### src/hdl/hfr_pkg.sv
`default_nettype none

package hfr_pkg;

  localparam int unsigned POS_BITS       = 16;
  localparam int unsigned UNIT_BITS      = 16;
  localparam int unsigned REPORT_BITS    = 17;
  localparam int unsigned DIST_BITS      = 18;
  localparam int unsigned MODE_BITS      = 3;
  localparam int unsigned CFG_INDEX_BITS = 2;
  localparam int unsigned CFG_DATA_BITS  = 16;
  localparam int unsigned TURN_BITS      = 2;
  localparam int unsigned GAIN_BITS      = 6;

  localparam logic [MODE_BITS-1:0] MODE_SPRING = 3'd0;
  localparam logic [MODE_BITS-1:0] MODE_DAMPER = 3'd1;
  localparam logic [MODE_BITS-1:0] MODE_WALL   = 3'd3;
  localparam logic [MODE_BITS-1:0] MODE_OFF    = 3'd4;

  localparam logic [CFG_INDEX_BITS-1:0] CFG_MODE = 2'd0;
  localparam logic [CFG_INDEX_BITS-1:0] CFG_UNIT = 2'd1;
  localparam logic [CFG_INDEX_BITS-1:0] CFG_WALL = 2'd2;

  localparam logic [UNIT_BITS-1:0] UNIT_RESET = 16'd15;
  localparam logic [POS_BITS-1:0]  WALL_RESET = 16'd13000;

  localparam logic [DIST_BITS-1:0] DIST_RESET = -18'sd100;

  localparam logic [16:0] WRAP_JUMP = 17'd15000;

  localparam logic [DIST_BITS-1:0] SPRING_TIER_1 = 18'd6000;
  localparam logic [DIST_BITS-1:0] SPRING_TIER_2 = 18'd12000;
  localparam logic [DIST_BITS-1:0] SPRING_TIER_3 = 18'd18000;
  localparam logic signed [DIST_BITS-1:0] DEAD_BAND = 18'sd50;

  localparam logic [GAIN_BITS-1:0] SPRING_GAIN_1 = 6'd37;
  localparam logic [GAIN_BITS-1:0] SPRING_GAIN_2 = 6'd38;
  localparam logic [GAIN_BITS-1:0] SPRING_GAIN_3 = 6'd39;
  localparam logic [GAIN_BITS-1:0] SPRING_GAIN_4 = 6'd40;
  localparam logic [GAIN_BITS-1:0] WALL_GAIN     = 6'd50;

  localparam logic [POS_BITS-1:0] WALL_RANGE = 16'd3000;

  typedef enum logic [1:0] {
    ST_IDLE,
    ST_FORCE,
    ST_COMMIT
  } state_t;

  typedef enum logic [1:0] {
    ACT_ZERO,
    ACT_FWD,
    ACT_REV,
    ACT_HOLD
  } action_t;

  typedef struct packed {
    logic capture;
    logic force_calc;
    logic commit;
  } cmd_t;

endpackage

`default_nettype wire

### src/hdl/hfr_ctrl.sv
`default_nettype none

module hfr_ctrl (
  input  wire logic          clk,
  input  wire logic          rst,
  input  wire logic          in_valid,
  output logic               in_stall,
  output logic               out_valid,
  input  wire logic          out_stall,
  output hfr_pkg::cmd_t      cmd
);

  hfr_pkg::state_t state;
  hfr_pkg::state_t state_next;
  logic            out_valid_next;

  always_comb begin
    state_next = state;
    unique case (state)
      hfr_pkg::ST_IDLE: begin
        if (in_valid) begin
          state_next = hfr_pkg::ST_FORCE;
        end
      end
      hfr_pkg::ST_FORCE: begin
        state_next = hfr_pkg::ST_COMMIT;
      end
      hfr_pkg::ST_COMMIT: begin
        if (!out_valid || !out_stall) begin
          state_next = hfr_pkg::ST_IDLE;
        end
      end
      default: begin
        state_next = hfr_pkg::ST_IDLE;
      end
    endcase
  end

  always_comb begin
    in_stall       = (state != hfr_pkg::ST_IDLE);
    cmd.capture    = (state == hfr_pkg::ST_IDLE) && in_valid;
    cmd.force_calc = (state == hfr_pkg::ST_FORCE);
    cmd.commit     = (state == hfr_pkg::ST_COMMIT) && (!out_valid || !out_stall);
  end

  always_comb begin
    out_valid_next = out_valid;
    if (out_valid && !out_stall) begin
      out_valid_next = 1'b0;
    end
    if (cmd.commit) begin
      out_valid_next = 1'b1;
    end
  end

  always_ff @(posedge clk) begin
    if (rst) begin
      state     <= hfr_pkg::ST_IDLE;
      out_valid <= 1'b0;
    end else begin
      state     <= state_next;
      out_valid <= out_valid_next;
    end
  end

  assert property (@(posedge clk) disable iff (rst)
    (in_valid && !in_stall) |=> (state == hfr_pkg::ST_FORCE))
    else $error("accepted transfer did not start the force stage");

  assert property (@(posedge clk) disable iff (rst)
    (state == hfr_pkg::ST_FORCE) |=> (state == hfr_pkg::ST_COMMIT))
    else $error("force stage did not advance to commit");

  assert property (@(posedge clk) disable iff (rst)
    $rose(out_valid) |-> $past(state == hfr_pkg::ST_COMMIT))
    else $error("result appeared without a commit");

  assert property (@(posedge clk) disable iff (rst)
    (out_valid && out_stall && state == hfr_pkg::ST_COMMIT) |=> out_valid)
    else $error("stalled result was dropped");

endmodule

`default_nettype wire

### src/hdl/hfr_dp.sv
`default_nettype none

module hfr_dp #(
  parameter int unsigned ANGLE_BITS = 14
) (
  input  wire logic                                    clk,
  input  wire logic                                    rst,
  input  wire hfr_pkg::cmd_t                           cmd,
  input  wire logic [ANGLE_BITS-1:0]                   raw_angle,
  input  wire logic                                    cfg_we,
  input  wire logic [hfr_pkg::CFG_INDEX_BITS-1:0]      cfg_index,
  input  wire logic [hfr_pkg::CFG_DATA_BITS-1:0]       cfg_data,
  output logic      [hfr_pkg::POS_BITS-1:0]            position,
  output logic      [hfr_pkg::POS_BITS-1:0]            drive_forward,
  output logic      [hfr_pkg::POS_BITS-1:0]            drive_reverse,
  output logic signed [hfr_pkg::REPORT_BITS-1:0]       motor_report
);

  localparam logic [hfr_pkg::DIST_BITS-1:0] CENTRE =
    hfr_pkg::DIST_BITS'(3 << (ANGLE_BITS - 1));

  logic [hfr_pkg::MODE_BITS-1:0]  mode;
  logic [hfr_pkg::UNIT_BITS-1:0]  duty_unit;
  logic [hfr_pkg::POS_BITS-1:0]   wall_position;

  logic [ANGLE_BITS-1:0]          last_angle;
  logic [hfr_pkg::TURN_BITS-1:0]  turn_count;
  logic [hfr_pkg::TURN_BITS-1:0]  turn_next;
  logic [hfr_pkg::POS_BITS-1:0]   last_position;
  logic signed [hfr_pkg::DIST_BITS-1:0] spring_distance;
  logic [hfr_pkg::POS_BITS-1:0]   pos_reg;

  logic [16:0]                    angle_fall;
  logic [16:0]                    angle_rise;
  logic [17:0]                    pos_sum;

  logic [hfr_pkg::DIST_BITS-1:0]  dist_mag;
  logic [hfr_pkg::GAIN_BITS-1:0]  spring_gain;
  logic                           damp_up;
  logic                           damp_down;
  logic [hfr_pkg::POS_BITS-1:0]   damp_mag;
  logic [hfr_pkg::POS_BITS-1:0]   damp_scaled;
  logic                           wall_above;
  logic                           wall_below;
  logic [hfr_pkg::POS_BITS-1:0]   wall_gap;

  logic [hfr_pkg::UNIT_BITS-1:0]  factor;
  hfr_pkg::action_t               action_calc;
  logic                           neg_calc;
  logic [31:0]                    product;

  logic [hfr_pkg::POS_BITS-1:0]   force_reg;
  hfr_pkg::action_t               action_reg;
  logic                           neg_reg;
  logic                           spring_reg;

  always_ff @(posedge clk) begin
    if (rst) begin
      mode          <= hfr_pkg::MODE_OFF;
      duty_unit     <= hfr_pkg::UNIT_RESET;
      wall_position <= hfr_pkg::WALL_RESET;
    end else if (cfg_we) begin
      unique case (cfg_index)
        hfr_pkg::CFG_MODE: mode          <= cfg_data[hfr_pkg::MODE_BITS-1:0];
        hfr_pkg::CFG_UNIT: duty_unit     <= cfg_data;
        hfr_pkg::CFG_WALL: wall_position <= cfg_data;
        default: begin
        end
      endcase
    end
  end

  always_comb begin
    angle_fall = 17'(last_angle) - 17'(raw_angle);
    angle_rise = 17'(raw_angle) - 17'(last_angle);
    turn_next  = turn_count;
    priority if (last_angle > raw_angle && angle_fall > hfr_pkg::WRAP_JUMP) begin
      turn_next = (turn_count >= 2'd2) ? 2'd0 : turn_count + 2'd1;
    end else if (last_angle < raw_angle && angle_rise > hfr_pkg::WRAP_JUMP) begin
      turn_next = (turn_count == 2'd0 || turn_count > 2'd2) ? 2'd2 : turn_count - 2'd1;
    end else begin
      turn_next = turn_count;
    end
    pos_sum = 18'(raw_angle) + (18'(turn_next) << ANGLE_BITS);
  end

  always_comb begin
    dist_mag = spring_distance[hfr_pkg::DIST_BITS-1] ?
               hfr_pkg::DIST_BITS'(-spring_distance) : spring_distance;
    priority if (dist_mag < hfr_pkg::SPRING_TIER_1) begin
      spring_gain = hfr_pkg::SPRING_GAIN_1;
    end else if (dist_mag < hfr_pkg::SPRING_TIER_2) begin
      spring_gain = hfr_pkg::SPRING_GAIN_2;
    end else if (dist_mag < hfr_pkg::SPRING_TIER_3) begin
      spring_gain = hfr_pkg::SPRING_GAIN_3;
    end else begin
      spring_gain = hfr_pkg::SPRING_GAIN_4;
    end

    damp_up     = {1'b0, pos_reg} > ({1'b0, last_position} + 17'd1);
    damp_down   = ({1'b0, pos_reg} + 17'd1) < {1'b0, last_position};
    damp_mag    = damp_up ? pos_reg - last_position : last_position - pos_reg;
    damp_scaled = (damp_mag << 2) + (damp_mag << 1);

    wall_above = pos_reg > wall_position;
    wall_below = pos_reg < wall_position;
    wall_gap   = wall_above ? pos_reg - wall_position : wall_position - pos_reg;

    factor      = '0;
    action_calc = hfr_pkg::ACT_ZERO;
    neg_calc    = 1'b0;
    unique case (mode)
      hfr_pkg::MODE_SPRING: begin
        factor = hfr_pkg::UNIT_BITS'(spring_gain);
        if (spring_distance < -hfr_pkg::DEAD_BAND) begin
          action_calc = hfr_pkg::ACT_REV;
        end else if (spring_distance > hfr_pkg::DEAD_BAND) begin
          action_calc = hfr_pkg::ACT_FWD;
        end
      end
      hfr_pkg::MODE_DAMPER: begin
        factor = damp_scaled;
        if (damp_up) begin
          action_calc = hfr_pkg::ACT_REV;
        end else if (damp_down) begin
          action_calc = hfr_pkg::ACT_FWD;
        end
      end
      hfr_pkg::MODE_WALL: begin
        factor = hfr_pkg::UNIT_BITS'(hfr_pkg::WALL_GAIN);
        if (wall_above) begin
          if (wall_gap < hfr_pkg::WALL_RANGE) begin
            action_calc = hfr_pkg::ACT_FWD;
          end
        end else if (wall_below) begin
          if (wall_gap < hfr_pkg::WALL_RANGE) begin
            action_calc = hfr_pkg::ACT_REV;
            neg_calc    = 1'b1;
          end
        end else begin
          action_calc = hfr_pkg::ACT_HOLD;
        end
      end
      default: begin
        action_calc = hfr_pkg::ACT_ZERO;
      end
    endcase

    product = factor * duty_unit;
  end

  always_ff @(posedge clk) begin
    if (cmd.force_calc) begin
      force_reg  <= product[hfr_pkg::POS_BITS-1:0];
      action_reg <= action_calc;
      neg_reg    <= neg_calc;
      spring_reg <= (mode == hfr_pkg::MODE_SPRING);
    end
    if (cmd.capture) begin
      pos_reg <= pos_sum[hfr_pkg::POS_BITS-1:0];
    end
    if (cmd.commit) begin
      position <= pos_reg;
    end
  end

  always_ff @(posedge clk) begin
    if (rst) begin
      last_angle      <= '0;
      turn_count      <= '0;
      last_position   <= '0;
      spring_distance <= hfr_pkg::DIST_RESET;
      drive_forward   <= '0;
      drive_reverse   <= '0;
      motor_report    <= '0;
    end else begin
      if (cmd.capture) begin
        last_angle <= raw_angle;
        turn_count <= turn_next;
      end
      if (cmd.commit) begin
        last_position <= pos_reg;
        if (spring_reg) begin
          spring_distance <= CENTRE - hfr_pkg::DIST_BITS'(pos_reg);
        end
        unique case (action_reg)
          hfr_pkg::ACT_ZERO: begin
            drive_forward <= '0;
            drive_reverse <= '0;
            motor_report  <= '0;
          end
          hfr_pkg::ACT_FWD: begin
            drive_forward <= force_reg;
            drive_reverse <= '0;
            motor_report  <= hfr_pkg::REPORT_BITS'(force_reg);
          end
          hfr_pkg::ACT_REV: begin
            drive_forward <= '0;
            drive_reverse <= force_reg;
            motor_report  <= neg_reg ? hfr_pkg::REPORT_BITS'(17'd0 - {1'b0, force_reg})
                                     : hfr_pkg::REPORT_BITS'(force_reg);
          end
          hfr_pkg::ACT_HOLD: begin
          end
          default: begin
          end
        endcase
      end
    end
  end

  assert property (@(posedge clk) disable iff (rst)
    (cmd.commit && action_reg == hfr_pkg::ACT_HOLD) |=>
      ($stable(drive_forward) && $stable(drive_reverse) && $stable(motor_report)))
    else $error("held drive changed");

  assert property (@(posedge clk) disable iff (rst)
    (cmd.force_calc && action_calc == hfr_pkg::ACT_HOLD) |-> (mode == hfr_pkg::MODE_WALL))
    else $error("hold outside wall mode");

  assert property (@(posedge clk) disable iff (rst)
    cmd.commit |=> (drive_forward == '0 || drive_reverse == '0))
    else $error("both drive outputs active");

endmodule

`default_nettype wire

### src/hdl/haptic_force_renderer.sv
// After an input transfer the controller steps through the force and commit states; commit sets out_valid.
// in_stall is high in the force and commit states, so a new input is taken only back in idle.
// A result waiting under out_stall lets one more input transfer in; its commit then waits.
// Reset: rst is synchronous and active high; it restores the register defaults,
// clears the turn count, the held drive values, and sets the spring distance to -100.
`default_nettype none

module haptic_force_renderer #(
  parameter int unsigned ANGLE_BITS = 14
) (
  input  wire logic                                clk,
  input  wire logic                                rst,
  input  wire logic                                in_valid,
  output logic                                     in_stall,
  input  wire logic [ANGLE_BITS-1:0]               raw_angle,
  output logic                                     out_valid,
  input  wire logic                                out_stall,
  output logic      [hfr_pkg::POS_BITS-1:0]        position,
  output logic      [hfr_pkg::POS_BITS-1:0]        drive_forward,
  output logic      [hfr_pkg::POS_BITS-1:0]        drive_reverse,
  output logic signed [hfr_pkg::REPORT_BITS-1:0]   motor_report,
  input  wire logic                                cfg_we,
  input  wire logic [hfr_pkg::CFG_INDEX_BITS-1:0]  cfg_index,
  input  wire logic [hfr_pkg::CFG_DATA_BITS-1:0]   cfg_data
);

  hfr_pkg::cmd_t cmd;

  hfr_ctrl u_ctrl (
    .clk       (clk),
    .rst       (rst),
    .in_valid  (in_valid),
    .in_stall  (in_stall),
    .out_valid (out_valid),
    .out_stall (out_stall),
    .cmd       (cmd)
  );

  hfr_dp #(
    .ANGLE_BITS (ANGLE_BITS)
  ) u_dp (
    .clk           (clk),
    .rst           (rst),
    .cmd           (cmd),
    .raw_angle     (raw_angle),
    .cfg_we        (cfg_we),
    .cfg_index     (cfg_index),
    .cfg_data      (cfg_data),
    .position      (position),
    .drive_forward (drive_forward),
    .drive_reverse (drive_reverse),
    .motor_report  (motor_report)
  );

endmodule

`default_nettype wire
### config.mk
export PLATFORM = sky130hd
export DESIGN_NAME = haptic_force_renderer
export DESIGN_NICKNAME = d
export VERILOG_FILES = /design/src/hdl/hfr_pkg.sv /design/src/hdl/hfr_ctrl.sv /design/src/hdl/hfr_dp.sv /design/src/hdl/haptic_force_renderer.sv
export SDC_FILE = /design/constraint.sdc
export NUM_CORES = 1
export LEC_CHECK = 0
export ABC_AREA = 1
export BUFFER_PORTS_ARGS = -buffer_cell sky130_fd_sc_hd__buf_4
export CORE_AREA = 2 2 172 174
export DETAILED_ROUTE_END_ITERATION = 10
export DIE_AREA = 0 0 174 176
export GPL_TIMING_DRIVEN = 0
export PLACE_DENSITY = 0.9
export SYNTH_ARGS = -nofsm -noshare
export SYNTH_HDL_FRONTEND = slang
export SYNTH_SLANG_ARGS = --single-unit
### constraint.sdc
create_clock -name clk -period 14.4 [get_ports clk]
set_input_delay 0.72 -clock clk [delete_from_list [all_inputs] [get_ports clk]]
set_output_delay 0.72 -clock clk [all_outputs]
set_load 0.02 [all_outputs]
==> flow_metrics.py, run 1 <==
metrics = {
    "clock_tree": {
        "cts_setup_buffers": 0,
        "clk_pin_slew_ns": 0.08,
        "clock_path_buffers": 2,
        "cts_tree": "built",
        "cts_max_level": 4,
        "cts.sinks": 188,
        "cts_buffers": 17,
        "cts_hold_buf": 0,
        "clk_latency_ns": 0.45,
        "cts-root-buf": "clkbuf_16",
        "cts_resized": 0,
    },
    "routing": {
        "totalWireLength_mm": 58.3,
        "firstDrtPassIters": 8,
        "wire_per_inst_um": 18.8,
        "routed_via_density": 6.05,
        "vias": 18800,
        "drc_errors": 0,
        "antenna_left": 0,
        "initialDrtViolationCount": 2409,
    },
    "place": {
        "hpwl_mm": 46.3,
        "port_buffers": 102,
        "gp_congestion": 1.04,
        "place_ws_ns": 2.76,
        "dp_cells": 3074,
    },
    "timing": {
        "hold_slack_ns": 0.466,
        "drv_slew": 0,
        "worst_pin_slew_ns": 0.954,
        "max_clock_freq_mhz": 84.0,
        "rsz0062_at_grt": "false",
        "setup_viol": 0,
        "finalHoldViolations": 0,
        "setup_ws_ns": 2.50,
        "skew_ns": 0.00839,
        "slew_headroom": 0.359,
        "fin_crit_ns": 11.90,
        "fin_crit_sh": 0.826,
        "fin_tns_setup_ns": 0,
    },
    "global_routing": {
        "grt_pass1_vias": 17400,
        "grt_use_met1": 0.510,
        "grt_pass1_wl_mm": 91.5,
        "grt_antenna_before_repair": 0,
        "grt_start_max_net_pins": 21,
        "overflow": 0,
        "use_met3": 0.0814,
        "use_met2": 0.587,
        "grt.total_usage": 0.378,
        "busiest_layer": "met2",
    },
    "final_layout": {
        "final_cell_mix": "nand2_1 (508), inv_1 (433), a21oi_1 (230), nor2_1 (217), ha_1 (191)",
        "drive_gt1_frac": 0.0746,
        "diodes": 0,
        "nNetsFinal": 3021,
        "layout_commonest_cell": "nand2_1",
        "top_regs": "u_dp.motor_report: 17 flops, u_dp.spring_distance: 17 flops",
        "final_cell_count_no_fill": 3106,
        "fillCellCount": 2400,
        "syn_to_final_growth_pct": 9.98,
    },
    "worst_setup_path": {
        "r2r_start": "u_dp.last_position[1]$_SDFFE_PP0P_",
        "slowest_stage": "clkbuf_1",
        "crit_fanout": 10,
        "cpMostUsedCell": "inv_1",
        "r2r_slack_ns": 2.50,
        "r2r-end": "u_dp.force_reg[15]$_DFFE_PN_",
        "slowest_delay_ns": 0.58,
        "arrival_ns": 12.11,
        "critPathCaptureType": "register",
        "required_ns": 14.60,
        "crit_type": "reg -> reg",
        "r2r_cells": 63,
        "worst_setup_path_start_kind": "register",
    },
    "logic_synthesis": {
        "synthMuxAreaShare": 0.00109,
        "synth_area_leaders": "dfxtp_1 (15%), ha_1 (13%), nand2_1 (10%)",
        "synth_compound_area_frac": 0.150,
        "ys_warn_count": 0,
        "synth_cell_types": 59,
        "synth-xor-area-share": 0.0463,
        "synth.cell_area_um2": 18400,
        "synth_top_family_by_area": "simple AND/OR/NAND/NOR gates",
        "yosys.area.top_type_share": 0.148,
        "postSynthAreaPerCell_um2": 7.09,
        "yosys.area.top_type": "dfxtp_1",
        "ys_seq_area_frac": 0.233,
        "synth_nets": 2900,
        "synth_simple_gate_area_frac": 0.240,
        "synth_cells": 2588,
        "ys_ff_latch": 188,
        "synth_adder_area_share": 0.222,
    },
    "die": {
        "ioPinCount": 104,
        "core_um2": 28500,
        "die_area_um2": 30600,
        "initial_core_util": 0.643,
        "chipHeight_um": 176,
        "dieWidth_um": 174,
        "floorplan.rows": 62,
    },
    "min_path": {
        "hp-start": "u_dp.motor_report[11]$_SDFFE_PP0P_",
        "whs_endpoint": "u_dp.motor_report[11]$_SDFFE_PP0P_",
        "worstHoldPathCells": 2,
        "hold_class": "reg -> reg",
    },
    "job": {
        "cap_viol_max_count": 0,
    },
    "pwr": {
        "p_leak_nw": 9.50,
        "power_density_nw_per_um2": 89.0,
        "ir_drop_mv": 0.0680,
    },
    "status": {
        "status": "complete, no violations",
    },
}
## worst max-delay path: cells and delay by family (launching register included)
family | cells | cell delay, ns
AOI/OAI and AO/OA | 6 | 1.15
xor gates and xnor gates | 2 | 0.39
buffers and inverters | 18 | 2.01
DFF | 1 | 0.42
adders and majority gates | 9 | 3.77
and+or+nand+nor | 28 | 3.86
## kinds of logic (layout without fill, tap and decap cells)
family,Yosys count,after routing
xor gates and xnor gates,97,97
muxes,2,2
adders and majority gates,275,275
AOI/OAI and AO/OA,492,492
and+or+nand+nor,1019,1019
DFF,188,188
buffers and inverters,515,649
## synthesized netlist by cell type (all sizes together)
cell	count
a211oi	2
a21boi	2
a21o	9
a21oi	231
a221oi	2
a22oi	1
a31oi	8
and2	1
and3	2
buf	11
clkbuf	59
clkinv	4
dfxtp	136
edfxtp	52
fa	84
ha	191
inv	441
mux2i	2
nand2	530
nand3	163
nand3b	7
nand4	29
nor2	228
nor3	37
nor3b	1
nor4	12
o2111ai	6
o211ai	29
o21a	1
o21ai	160
o21bai	17
o221a	2
o221ai	7
o22ai	2
o311ai	6
o31ai	6
o32ai	1
or2	7
or3	1
or3b	1
xnor2	13
xor2	84
## stage by stage
stage | util | total power (W) | area [um2]
detailed placement | 0.686 | 0.00129 | 19600
global placement | 0.686 | 0.00127 | 19600
global route | 0.707 | 0.00189 | 20200
floorplan | - | 0.00110 | 18400
finish | 0.707 | 0.00180 | 20200
CTS | 0.707 | 0.00177 | 20200
## metal layers
| metal | share of wire | vias to the layer above |
|---|---|---|
| met5 | 0 | - |
| met4 | 0.052 | 0 |
| met3 | 0.12 | 245 |
| met2 | 0.43 | 1206 |
| met1 | 0.40 | 8686 |
| li1 | - | 8659 |
## report_power, final
| part | switching (W) | leakage, nW | internal (W) |
|---|---|---|---|
| combinational | 0.000473 | 7.61 | 0.000230 |
| clock | 0.000233 | 0.289 | 0.000255 |
| sequential | 0.0000345 | 1.60 | 0.000570 |
## layout make-up
type,instances,area [um2],share of cell area
Tap cell,384,480,0.0238
Clock buffer,20,458,0.0227
Buffer,70,293,0.0145
Sequential cell,188,4280,0.212
Clock inverter,12,126,0.00626
Multi-Input combinational cell,1885,12100,0.600
Timing Repair Buffer,102,766,0.0379
Inverter,445,1670,0.0828
## how the worst max path moves through the flow
stage / start / end / cells past startpoint
2_1_floorplan: u_dp.last_position[1]$_SDFFE_PP0P_ / u_dp.force_reg[15]$_DFFE_PN_ / 63
4_1_cts: u_dp.last_position[1]$_SDFFE_PP0P_ / u_dp.force_reg[15]$_DFFE_PN_ / 64
6_report: u_dp.last_position[1]$_SDFFE_PP0P_ / u_dp.force_reg[15]$_DFFE_PN_ / 63
5_1_grt: u_dp.last_position[1]$_SDFFE_PP0P_ / u_dp.force_reg[15]$_DFFE_PN_ / 64
3_5_place_dp: u_dp.last_position[1]$_SDFFE_PP0P_ / u_dp.force_reg[15]$_DFFE_PN_ / 66
3_3_place_gp: u_dp.last_position[1]$_SDFFE_PP0P_ / u_dp.force_reg[15]$_DFFE_PN_ / 63
Note: power is estimated with default switching activity, not from simulation.
==> inputs of run 2 (changes only) <==
--- a/config.mk
+++ b/config.mk
@@ -7,11 +7,11 @@
 export LEC_CHECK = 0
 export ABC_AREA = 1
 export BUFFER_PORTS_ARGS = -buffer_cell sky130_fd_sc_hd__buf_4
-export CORE_AREA = 2 2 172 174
+export CORE_AREA = 2 2 174 176
 export DETAILED_ROUTE_END_ITERATION = 10
-export DIE_AREA = 0 0 174 176
+export DIE_AREA = 0 0 176 178
 export GPL_TIMING_DRIVEN = 0
-export PLACE_DENSITY = 0.9
+export PLACE_DENSITY = 0.88
 export SYNTH_ARGS = -nofsm -noshare
 export SYNTH_HDL_FRONTEND = slang
 export SYNTH_SLANG_ARGS = --single-unit
==> constraint.sdc (replaced) <==
create_clock -name clk -period 11.3 [get_ports clk]
set_input_delay 0.565 -clock clk [delete_from_list [all_inputs] [get_ports clk]]
set_output_delay 0.565 -clock clk [all_outputs]
set_load 0.02 [all_outputs]
==> flow_metrics.py, run 2 (synthesized netlist as in run 1, its figures left out) <==
metrics = {
    "final_layout": {
        "syn_to_final_growth_pct": 11.3,
        "diodes": 0,
        "ff_latch_area_um2": 4290,
        "nNetsFinal": 3028,
        "final_cell_mix": "nand2_1 (506), inv_1 (428), a21oi_1 (227), nor2_1 (217), ha_1 (187)",
        "final_cell_count_no_fill": 3119,
        "top_regs": "u_dp.motor_report: 17 flops, u_dp.spring_distance: 17 flops",
        "layout_commonest_cell": "nand2_1",
        "multi_input_area_um2": 12200,
        "fillCellCount": 2476,
        "drive_gt1_frac": 0.0876,
    },
    "worst_setup_path": {
        "crit_fanout": 10,
        "crit_type": "reg -> reg",
        "required_ns": 11.51,
        "critPathCaptureType": "register",
        "worst_setup_path_start_kind": "register",
        "arrival_ns": 11.19,
        "slowest_delay_ns": 0.55,
        "cpMostUsedCell": "inv_1",
        "slowest_stage": "fa_1",
    },
    "global_routing": {
        "grt_antenna_before_repair": 0,
        "grt_start_max_net_pins": 21,
        "grt_pass1_wl_mm": 93.2,
        "grt_pass1_vias": 17600,
        "grt.total_usage": 0.383,
        "overflow": 0,
    },
    "clock_tree": {
        "clk_pin_slew_ns": 0.08,
        "cts_max_level": 4,
        "clk_latency_ns": 0.46,
        "cts_tree": "built",
        "cts-root-buf": "clkbuf_16",
        "cts_buffers": 17,
        "cts.sinks": 188,
        "clock_path_buffers": 2,
        "cts_hold_buf": 0,
    },
    "timing": {
        "drv_slew": 0,
        "max_clock_freq_mhz": 91.1,
        "worst_pin_slew_ns": 0.873,
        "fin_crit_ns": 10.97,
        "skew_ns": 0.0126,
        "hold_slack_ns": 0.314,
        "finalHoldViolations": 0,
        "setup_viol": 0,
        "fin_crit_sh": 0.971,
        "slew_headroom": 0.418,
    },
    "die": {
        "floorplan.rows": 63,
        "ioPinCount": 104,
        "initial_core_util": 0.624,
        "die_area_um2": 31300,
        "core_um2": 29400,
        "chipHeight_um": 178,
        "dieWidth_um": 176,
    },
    "routing": {
        "wire_per_inst_um": 19.3,
        "dr_wl_met3_mm": 6.49,
        "antenna_left": 0,
        "totalWireLength_mm": 60.2,
        "firstDrtPassIters": 11,
        "initialDrtViolationCount": 2024,
        "highest_layer": "met4",
        "met2_length_mm": 25.7,
        "wl_met1_mm": 25.0,
        "drc_errors": 1,
        "routed_via_density": 5.98,
        "vias": 18700,
    },
    "place": {
        "dp_cells": 3080,
        "gp_congestion": 1.01,
        "hpwl_mm": 48.0,
        "port_buffers": 102,
    },
    "status": {
        "status": "finished, violations left",
        "violations": "DRC",
    },
    "job": {
        "cap_viol_max_count": 0,
    },
    "pwr": {
        "ir_drop_mv": 0.100,
        "p_leak_nw": 9.58,
        "power_density_nw_per_um2": 116,
    },
    "min_path": {
        "hold_class": "in -> reg",
    },
}
## run 2: cell count changes in the layout (fill, tap and decap cells not counted), sizes merged
cell	delta
buf	+7
clkbuf	-2
inv	-2
clkinv	+2
bufinv	+2
## run 2: report_power, final
| group | internal (W) | switching, W | leakage, nW |
|---|---|---|---|
| clock network | 0.000354 | 0.000299 | 0.301 |
| registers | 0.000726 | 0.0000438 | 1.60 |
| logic | 0.000317 | 0.000631 | 7.68 |
## run 2: worst max-delay path, delay by kind of cell (launching register included)
kind / cells / cell delay, ns
compound gates: 4 / 0.67
xor+xnor: 2 / 0.45
fa+ha+maj: 9 / 3.93
buf+inv: 17 / 1.59
flops: 1 / 0.38
mux: 1 / 0.30
simple gates: 29 / 3.40
## run 2: metal layers
| layer | track usage | up-vias |
|---|---|---|
| li1 | - | 8679 |
| met3 | 0.0806 | 216 |
| met1 | 0.522 | 8668 |
| met4 | 0.169 | 0 |
| met5 | 0 | - |
| met2 | 0.588 | 1087 |
## run 2: repair_timing
| action | 4_1_cts | 5_1_grt |
|---|---|---|
| gates cloned | 0 | 0 |
| buffers inserted | 0 | 7 |
| endpoints found under the setup margin | 1 | 1 |
| pin swaps | 1 | 5 |
| gates resized for setup | 8 | 35 |
## run 2: area by class of cell
type	count	share of cell area
Multi-Input combinational cell	1885	0.600
Clock buffer	18	0.0210
Tap cell	390	0.0239
Sequential cell	188	0.210
Buffer	70	0.0146
Clock inverter	14	0.00895
Timing Repair Buffer	109	0.0401
Inverter	445	0.0819
## run 2: final timing paths
path / startpoint / to / slack [ns] / cells after the start
max: u_dp.last_position[1]$_SDFFE_PP0P_ / u_dp.force_reg[15]$_DFFE_PN_ / 0.33 / 62
min: raw_angle[13] / u_dp.pos_reg[13]$_DFFE_PP_ / 0.31 / 1
max reg2reg: u_dp.last_position[1]$_SDFFE_PP0P_ / u_dp.force_reg[15]$_DFFE_PN_ / 0.33 / 62
min reg2reg: u_dp.drive_reverse[9]$_SDFFE_PP0P_ / u_dp.drive_reverse[9]$_SDFFE_PP0P_ / 0.47 / 2
## run 2: through the flow
step           worst slack [ns]  TNS [ns]  cell area, um2   util  power (W)
2_1_floorplan              1.57         0           18400      -    0.00140
3_3_place_gp             -0.247    -0.247           19600  0.667    0.00162
3_5_place_dp             -0.418    -0.418           19600  0.667    0.00165
4_1_cts                  0.0205         0           20200  0.688    0.00229
5_1_grt                 -0.0793   -0.0793           20400  0.694    0.00248
6_report                  0.329         0           20400  0.694    0.00237
